--- src/rtl/jpeg_entropy_bit_reader_defines.svh ---
// Assertion macros for the JPEG entropy-coded segment bit reader.
// Included by the RTL files that carry assertions; expects clk and rst_n in scope.
`ifndef JPEG_ENTROPY_BIT_READER_DEFINES_SVH
`define JPEG_ENTROPY_BIT_READER_DEFINES_SVH

`ifndef SYNTHESIS
`define JEB_ASSERT(lbl, prop, msg) \
    lbl: assert property (@(posedge clk) disable iff (!rst_n) (prop)) else $error(msg);
`define JEB_ASSERT_NEXT(lbl, ante, cons, msg) \
    lbl: assert property (@(posedge clk) disable iff (!rst_n) (ante) |=> (cons)) \
        else $error(msg);
`else
`define JEB_ASSERT(lbl, prop, msg)
`define JEB_ASSERT_NEXT(lbl, ante, cons, msg)
`endif

`endif

--- src/rtl/jeb_pkg.sv ---
// Shared types and constants for the JPEG entropy-coded segment bit reader.
// No dependencies; used by every module of the block.
package jeb_pkg;

    localparam int STORE_BITS = 32;
    localparam int FILL_W     = $clog2(STORE_BITS + 1);
    localparam int AVAIL_W    = 6;
    localparam int LEN_W      = 5;
    localparam int FIELD_MAX  = 16;
    localparam int VALUE_W    = 17;
    localparam int Q_DEPTH    = 2;
    localparam int QPTR_W     = $clog2(Q_DEPTH);
    localparam int QCNT_W     = $clog2(Q_DEPTH + 1);

    localparam logic [7:0] BYTE_MARKER = 8'hFF;
    localparam logic [7:0] BYTE_STUFF  = 8'h00;
    localparam logic [7:0] BYTE_EOI    = 8'hD9;
    localparam logic [3:0] NIBBLE_MAX  = 4'd9;

    typedef enum logic {
        MODE_PUSH = 1'b0,
        MODE_READ = 1'b1
    } mode_t;

    typedef enum logic [1:0] {
        ST_OK        = 2'd0,
        ST_UNDERFLOW = 2'd1,
        ST_OVERFLOW  = 2'd2,
        ST_STOPPED   = 2'd3
    } status_t;

    typedef struct packed {
        logic             mode;
        logic [7:0]       byte_in;
        logic [LEN_W-1:0] field_length;
    } item_t;

    typedef struct packed {
        logic signed [VALUE_W-1:0] value;
        logic [1:0]                status;
        logic [3:0]                restart_index;
        logic                      end_seen;
        logic [AVAIL_W-1:0]        bits_available;
    } result_t;

    // Classified item as it sits in the queue.
    typedef struct packed {
        mode_t            mode;
        logic [7:0]       data;
        logic             is_marker;
        logic             is_stuff;
        logic             is_eoi;
        logic [3:0]       nibble;
        logic             nibble_halt;
        logic [LEN_W-1:0] len;
    } cls_t;

endpackage

--- src/rtl/jeb_front.sv ---
// Front end: decodes an input beat into a classified entry for the queue.
// Depends on jeb_pkg.
module jeb_front (
    input  jeb_pkg::item_t item,
    output jeb_pkg::cls_t  cls
);

    always_comb
    begin
        cls.mode        = jeb_pkg::mode_t'(item.mode);
        cls.data        = item.byte_in;
        cls.is_marker   = (item.byte_in == jeb_pkg::BYTE_MARKER);
        cls.is_stuff    = (item.byte_in == jeb_pkg::BYTE_STUFF);
        cls.is_eoi      = (item.byte_in == jeb_pkg::BYTE_EOI);
        cls.nibble      = item.byte_in[3:0];
        cls.nibble_halt = (item.byte_in[3:0] > jeb_pkg::NIBBLE_MAX);
        // field lengths above the maximum clamp to it
        if (item.field_length > jeb_pkg::LEN_W'(jeb_pkg::FIELD_MAX))
        begin
            cls.len = jeb_pkg::LEN_W'(jeb_pkg::FIELD_MAX);
        end
        else
        begin
            cls.len = item.field_length;
        end
    end

endmodule

--- src/rtl/jeb_queue.sv ---
// Short FIFO of classified entries between the front end and the back end.
// Depends on jeb_pkg.
module jeb_queue (
    input  logic          clk,
    input  logic          rst_n,
    input  logic          push,
    input  jeb_pkg::cls_t push_data,
    output logic          full,
    input  logic          pop,
    output logic          not_empty,
    output jeb_pkg::cls_t head
);

    jeb_pkg::cls_t                entry_reg [jeb_pkg::Q_DEPTH];
    logic [jeb_pkg::QPTR_W-1:0]   wr_ptr_reg, wr_ptr_next;
    logic [jeb_pkg::QPTR_W-1:0]   rd_ptr_reg, rd_ptr_next;
    logic [jeb_pkg::QCNT_W-1:0]   count_reg, count_next;

    assign full      = (count_reg == jeb_pkg::QCNT_W'(jeb_pkg::Q_DEPTH));
    assign not_empty = (count_reg != '0);
    assign head      = entry_reg[rd_ptr_reg];

    always_comb
    begin
        wr_ptr_next = wr_ptr_reg;
        rd_ptr_next = rd_ptr_reg;
        count_next  = count_reg;
        if (push)
        begin
            wr_ptr_next = (wr_ptr_reg == jeb_pkg::QPTR_W'(jeb_pkg::Q_DEPTH - 1))
                          ? '0 : wr_ptr_reg + 1'b1;
        end
        if (pop)
        begin
            rd_ptr_next = (rd_ptr_reg == jeb_pkg::QPTR_W'(jeb_pkg::Q_DEPTH - 1))
                          ? '0 : rd_ptr_reg + 1'b1;
        end
        unique case ({push, pop})
            2'b10:   count_next = count_reg + 1'b1;
            2'b01:   count_next = count_reg - 1'b1;
            default: count_next = count_reg;
        endcase
    end

    always_ff @(posedge clk or negedge rst_n)
    begin
        if (!rst_n)
        begin
            wr_ptr_reg <= '0;
            rd_ptr_reg <= '0;
            count_reg  <= '0;
        end
        else
        begin
            wr_ptr_reg <= wr_ptr_next;
            rd_ptr_reg <= rd_ptr_next;
            count_reg  <= count_next;
        end
    end

    always_ff @(posedge clk)
    begin
        if (push)
        begin
            entry_reg[wr_ptr_reg] <= push_data;
        end
    end

endmodule

--- src/rtl/jeb_back.sv ---
// Back end: bit buffer, marker state and the registered result beat.
// Depends on jeb_pkg and jpeg_entropy_bit_reader_defines.svh.
`include "jpeg_entropy_bit_reader_defines.svh"

module jeb_back (
    input  logic            clk,
    input  logic            rst_n,
    input  logic            q_valid,
    input  jeb_pkg::cls_t   q_head,
    output logic            q_pop,
    output logic            result_valid,
    input  logic            result_stall,
    output jeb_pkg::result_t result
);

    logic [jeb_pkg::STORE_BITS-1:0] store_reg, store_next;
    logic [jeb_pkg::FILL_W-1:0]     fill_reg, fill_next;
    logic                           pending_reg, pending_next;
    logic [3:0]                     restart_reg, restart_next;
    logic                           end_reg, end_next;
    logic                           stopped_reg, stopped_next;
    logic                           res_valid_reg, res_valid_next;
    jeb_pkg::result_t               res_reg;

    logic                           fire;
    logic                           do_push;
    logic                           room;
    logic [7:0]                     push_byte;
    jeb_pkg::status_t               status;
    logic signed [jeb_pkg::VALUE_W-1:0] value;
    logic [jeb_pkg::FILL_W-1:0]     len_ext;
    logic [jeb_pkg::FILL_W-1:0]     shift;
    logic [jeb_pkg::STORE_BITS-1:0] shifted;
    logic [15:0]                    fmask;
    logic [15:0]                    raw;
    logic [3:0]                     top_idx;

    assign fire  = q_valid && (!res_valid_reg || !result_stall);
    assign q_pop = fire;

    assign len_ext = jeb_pkg::FILL_W'(q_head.len);
    assign shift   = fill_reg - len_ext;
    assign shifted = store_reg >> shift;
    assign fmask   = 16'((17'd1 << q_head.len) - 17'd1);
    assign raw     = shifted[15:0] & fmask;
    assign top_idx = 4'(q_head.len - 1'b1);
    assign room    = ({1'b0, fill_reg} + (jeb_pkg::FILL_W + 1)'(8))
                     <= (jeb_pkg::FILL_W + 1)'(jeb_pkg::STORE_BITS);

    always_comb
    begin
        pending_next = pending_reg;
        restart_next = restart_reg;
        end_next     = end_reg;
        stopped_next = stopped_reg;
        store_next   = store_reg;
        fill_next    = fill_reg;
        do_push      = 1'b0;
        push_byte    = q_head.data;
        status       = jeb_pkg::ST_OK;
        value        = '0;

        if (q_head.mode == jeb_pkg::MODE_PUSH)
        begin
            priority if (stopped_reg)
            begin
                status = jeb_pkg::ST_STOPPED;
            end
            else if (pending_reg)
            begin
                pending_next = 1'b0;
                priority if (q_head.is_stuff)
                begin
                    do_push   = 1'b1;
                    push_byte = jeb_pkg::BYTE_MARKER;
                end
                else if (q_head.is_eoi)
                begin
                    end_next     = 1'b1;
                    stopped_next = 1'b1;
                end
                else
                begin
                    restart_next = q_head.nibble;
                    if (q_head.nibble_halt)
                    begin
                        stopped_next = 1'b1;
                    end
                end
            end
            else if (q_head.is_marker)
            begin
                pending_next = 1'b1;
            end
            else
            begin
                do_push = 1'b1;
            end

            if (do_push)
            begin
                if (room)
                begin
                    store_next = {store_reg[jeb_pkg::STORE_BITS-9:0], push_byte};
                    fill_next  = fill_reg + jeb_pkg::FILL_W'(8);
                end
                else
                begin
                    status = jeb_pkg::ST_OVERFLOW;
                end
            end
        end
        else
        begin
            priority if (len_ext > fill_reg)
            begin
                status = jeb_pkg::ST_UNDERFLOW;
            end
            else if (q_head.len != '0)
            begin
                fill_next = fill_reg - len_ext;
                // negative field when the leading bit is clear
                if (raw[top_idx])
                begin
                    value = $signed({1'b0, raw});
                end
                else
                begin
                    value = $signed({1'b0, raw}) - $signed({1'b0, fmask});
                end
            end
        end
    end

    assign res_valid_next = fire || (res_valid_reg && result_stall);

    always_ff @(posedge clk or negedge rst_n)
    begin
        if (!rst_n)
        begin
            store_reg     <= '0;
            fill_reg      <= '0;
            pending_reg   <= 1'b0;
            restart_reg   <= '0;
            end_reg       <= 1'b0;
            stopped_reg   <= 1'b0;
            res_valid_reg <= 1'b0;
        end
        else
        begin
            res_valid_reg <= res_valid_next;
            if (fire)
            begin
                store_reg   <= store_next;
                fill_reg    <= fill_next;
                pending_reg <= pending_next;
                restart_reg <= restart_next;
                end_reg     <= end_next;
                stopped_reg <= stopped_next;
            end
        end
    end

    always_ff @(posedge clk)
    begin
        if (fire)
        begin
            res_reg.value          <= value;
            res_reg.status         <= status;
            res_reg.restart_index  <= restart_next;
            res_reg.end_seen       <= end_next;
            res_reg.bits_available <= jeb_pkg::AVAIL_W'(fill_next);
        end
    end

    assign result_valid = res_valid_reg;
    assign result       = res_reg;

    `JEB_ASSERT(a_fill_bound, fill_reg <= jeb_pkg::FILL_W'(jeb_pkg::STORE_BITS), "fill above store size")
    `JEB_ASSERT(a_end_stops, !end_reg || stopped_reg, "end seen without stop")
    `JEB_ASSERT_NEXT(a_stop_sticky, stopped_reg, stopped_reg, "stop flag cleared")
    `JEB_ASSERT_NEXT(a_ovf_keeps_fill, fire && do_push && !room, fill_reg == $past(fill_reg), "dropped byte changed fill")

endmodule

--- src/rtl/jpeg_entropy_bit_reader.sv ---
// JPEG entropy-coded segment bit reader: byte unstuffing, marker handling, field reads.
// Top level; depends on jeb_pkg, jeb_front, jeb_queue and jeb_back.
//
// Use: each input beat (item) either pushes one raw segment byte (mode 0) or reads
// field_length bits, MSB first, with JPEG sign extension (mode 1). Every input beat
// produces exactly one result beat, in order.
// Channels: item/result with valid and stall; a beat moves when valid is high and
// stall is low.
// An accepted beat passes through the queue, then the back end and its output register.
// Throughput: one beat per cycle while result_stall is low; the bit buffer update is combinational.
// A two-entry queue sits between the classifying front end and the back end,
// and the result is held in an output register.
// When result_stall is high the output register holds its beat; the queue fills and
// item_stall rises once it holds two entries.
// Reset (rst_n low) empties the queue and output, clears the bit buffer, the marker,
// restart and end state; the block is ready on the first cycle after reset.
module jpeg_entropy_bit_reader (
    input  logic             clk,
    input  logic             rst_n,
    input  logic             item_valid,
    output logic             item_stall,
    input  jeb_pkg::item_t   item,
    output logic             result_valid,
    input  logic             result_stall,
    output jeb_pkg::result_t result
);

    jeb_pkg::cls_t cls;
    jeb_pkg::cls_t q_head;
    logic          q_full;
    logic          q_valid;
    logic          q_pop;

    assign item_stall = q_full;

    jeb_front u_front (
        .item (item),
        .cls  (cls)
    );

    jeb_queue u_queue (
        .clk       (clk),
        .rst_n     (rst_n),
        .push      (item_valid && !q_full),
        .push_data (cls),
        .full      (q_full),
        .pop       (q_pop),
        .not_empty (q_valid),
        .head      (q_head)
    );

    jeb_back u_back (
        .clk          (clk),
        .rst_n        (rst_n),
        .q_valid      (q_valid),
        .q_head       (q_head),
        .q_pop        (q_pop),
        .result_valid (result_valid),
        .result_stall (result_stall),
        .result       (result)
    );

endmodule

--- config.mk ---
export PLATFORM = sky130hd
export DESIGN_NAME = jpeg_entropy_bit_reader
export DESIGN_NICKNAME = d
export VERILOG_FILES = /design/src/rtl/jeb_pkg.sv /design/src/rtl/jeb_front.sv /design/src/rtl/jeb_queue.sv /design/src/rtl/jeb_back.sv /design/src/rtl/jpeg_entropy_bit_reader.sv
export VERILOG_INCLUDE_DIRS = /design/src /design/src/rtl
export SDC_FILE = /design/constraint.sdc
export NUM_CORES = 1
export LEC_CHECK = 0
export ABC_AREA = 1
export BUFFER_PORTS_ARGS = -buffer_cell sky130_fd_sc_hd__buf_2
export CAP_MARGIN = 10
export CORE_MARGIN = 1
export CORE_UTILIZATION = 60
export DETAILED_ROUTE_END_ITERATION = 6
export PLACE_DENSITY = 0.75
export REMOVE_ABC_BUFFERS = 1
export SLEW_MARGIN = 15
export SYNTH_ARGS = -nofsm -noshare
export SYNTH_HDL_FRONTEND = slang
export SYNTH_SLANG_ARGS = --single-unit
export TNS_END_PERCENT = 5
--- constraint.sdc ---
create_clock -name clk -period 9.6 [get_ports clk]
set_input_delay 0.96 -clock clk [delete_from_list [all_inputs] [get_ports clk]]
set_output_delay 0.96 -clock clk [all_outputs]
set_load 0.05 [all_outputs]
==> impl_results.md <==
- Slew headroom: 0.3589
- Initial Utilization: 0.6245
- NumNets Final: approximately 1,200
- Fin crit share: 0.6827
- FF+latch area: 3233 um^2
- Clock-pin slew on the worst setup and hold paths: 60 ps
- CP max stage cell: dfrtp_1
- XOR/XNOR Fraction of Synth Area: 0.02055
- Die height: 117.3 um
- First-pass GRT wire length: 33,350 um
- Resize count post-CTS: 0
- I/O pin count: 50
- Drt wl/cell: 14.59 um
- CTS Buffer Depth: 2
- Initial DRC Count: about 800
- Most frequent cells in the layout: 458 x nand2_1, 187 x nand3_1, 100 x nor2_1, 83 x inv_1, 66 x edfxtp_1
- CTS sink cnt: 116
- Most used cell, CP: nand3_1
- EDFF count, synth: 66
- Antenna Cells: 0
- Multi-input logic area: 4178 um^2
- Largest net degree at the start of global routing: 51
- Worst Path Required: 9760 ps
- Largest family of logic cells by synthesized area: simple AND/OR/NAND/NOR gates
- Placed cell count: 1,343
- Setup TNS: 0 ps
- Final Hold Viols: 0
- Post-synthesis sequential area ratio: 0.4053
- Postcts setup bufs: 0
- Simple-gate area share of the yosys netlist: 0.4148
- Htree depth: 4
- Post-DRT Antenna Nets: 0
- Vias in the first global route: 6,862
- Status: finished, final reports clean
- CP Capture Type: flip-flop
- Filler cells: 1,082
- Max FFs per register: 36
- Synth Area per Inst: about 7 um^2
- Worst skew pair latency: 420 ps
- I/O Buffers: 49
- DRC: 0
- Worst-path fanout max: 34
- Initial antenna violation count: 0
- Ys async rst share: 0.4310
- Root Driver: clkbuf_16
- Cell Area, Synth: 7978 um^2
- Multiplexer area fraction after synthesis: 0.006274
- Rows: roughly 40
- Fmax: roughly 0.15 GHz
- Fin area: between 8000 and 9000 um^2
- Hold buffers post-CTS: 0
- Ys Warns: 0
- Compound-Gate Fraction of Synth Area: 0.05725
- Yosys reg bits: 116
- CORE AREA: 12,770 um^2
- Util after Layout: 0.6916
- Placed Area: 8284 um^2
- RSZ-0062 raised after global routing: no
- Gpl congestion: ~0.95
- Tmin final: between 6000 and 7000 ps
- Most common cell after layout, fill and taps aside: nand2_1
- Cell count after synthesis: between 1,000 and 1,500
- CTS Buf Count: 17
- Vias per inst: 5.589
- Non-Filler Instances: 1,375
- Final WL: 20,060 um
- Crit Path Class: reg -> reg
- Final global-route overflow total: 0
- All-Layer GR Usage: 0.3040
- CTS tree: built
- Critical Path AT: 6720 ps
- Distinct cells, synth: 41
- Layout cells sized above 1: 0.09227
- Worst clock skew: 10.83 ps
- Final setup violation count: 0
- Crit path launch type: flip-flop
- Worst min path class: reg -> reg
- Measured slew at the worst slew-check pin: 959.4 ps
- Slowest stage delay, CP: about 910 ps
- Max Cap Violations: 0
- Dpl hpwl: 14,400 um
- Via count: 7,685
- Die Wd: 117.3 um
- Layout overhead on the synthesized area: 10.74%
- Initial DRT Pass Iterations: 5
- Adder-Cell Fraction of Synth Area: 0.02447
- Die Footprint: roughly 14,000 um^2
- Post-synth top flop: edfxtp_1
- Fin. max-slew vios: 0
cell usage after synthesis (all sizes together), types with 6 or more instances:
| library cell | n | area share |
|---|---|---|
| dfrtp | 50 | 0.16 |
| nand3 | 189 | 0.12 |
| edfxtp | 66 | 0.25 |
| buf | 28 | 0.022 |
| xor2 | 10 | 0.012 |
| ha | 14 | 0.022 |
| nor3 | 6 | 0.0038 |
| a21oi | 20 | 0.013 |
| nand2 | 463 | 0.22 |
| inv | 84 | 0.040 |
| clkbuf | 19 | 0.0089 |
| o21ai | 43 | 0.027 |
| xnor2 | 7 | 0.0086 |
| nor2 | 107 | 0.052 |
| nand4 | 15 | 0.012 |
final cells by class:
| type | instances | area share |
|---|---|---|
| timing repair buffer | 61 | 0.03796 |
| tap | 172 | 0.02436 |
| clock buffer | 18 | 0.04858 |
| inverter | 86 | 0.03654 |
| sequential | 116 | 0.3660 |
| clock inverter | 14 | 0.01374 |
| multi-input combinational | 908 | 0.4729 |
worst max-delay path: cells and delay by family, from the launching register on:
| kind | cells | cell delay (ps) |
|---|---|---|
| AO/OA/AOI/OAI | 2 | 220 |
| adder cells (fa/ha/maj) | 2 | 700 |
| buffers and inverters | 6 | 1900 |
| flip-flops | 1 | 910 |
| AND/OR/NAND/NOR | 15 | 2550 |
cell families after synthesis:
| kind of cell | Yosys count |
|---|---|
| AO/OA/AOI/OAI | 82 |
| XOR/XNOR | 17 |
| adder cells (fa/ha/maj) | 15 |
| buffers and inverters | 133 |
| flip-flops | 116 |
| multiplexers | 5 |
| AND/OR/NAND/NOR | 789 |
through the flow:
stage	setup WS [ps]	hold slack [ps]
after detailed placement	3169	449.2
after CTS	3144	463.6
after global routing	2437	500.9
after floorplan	3719	424.1
after global placement	3297	442.1
final	3046	456.4
per-layer routing:
metal | share of wire | wire length, um | vias up | GRT usage
met1 | 0.45 | 9075 | 3500 | 0.4074
met3 | 0.059 | 1179 | 42 | 0.05204
li1 | - | - | 3865 | -
met5 | 0 | 0 | - | 0
met4 | 0.025 | 503 | 0 | 0.1193
met2 | 0.46 | 9298 | 278 | 0.4900
path summary, 6_finish.rpt:
path / slack, ps / startpoint / cells past startpoint / endpoint
min reg2reg: 460 / u_back.end_reg / 2 / u_back.end_reg
max: 3050 / u_queue.rd_ptr_reg / 25 / u_back.result[14]
min: 460 / u_back.end_reg / 2 / u_back.end_reg
min in group asynchronous: 640 / rst_n / 2 / u_back.store_reg[26]
max in group asynchronous: 8520 / rst_n / 2 / u_back.stopped_reg
max reg2reg: 3050 / u_queue.rd_ptr_reg / 25 / u_back.result[14]
Power is left out: the tool's default activity adds up to more than one toggle a clock period on the data nets, which glitch-free logic cannot reach.
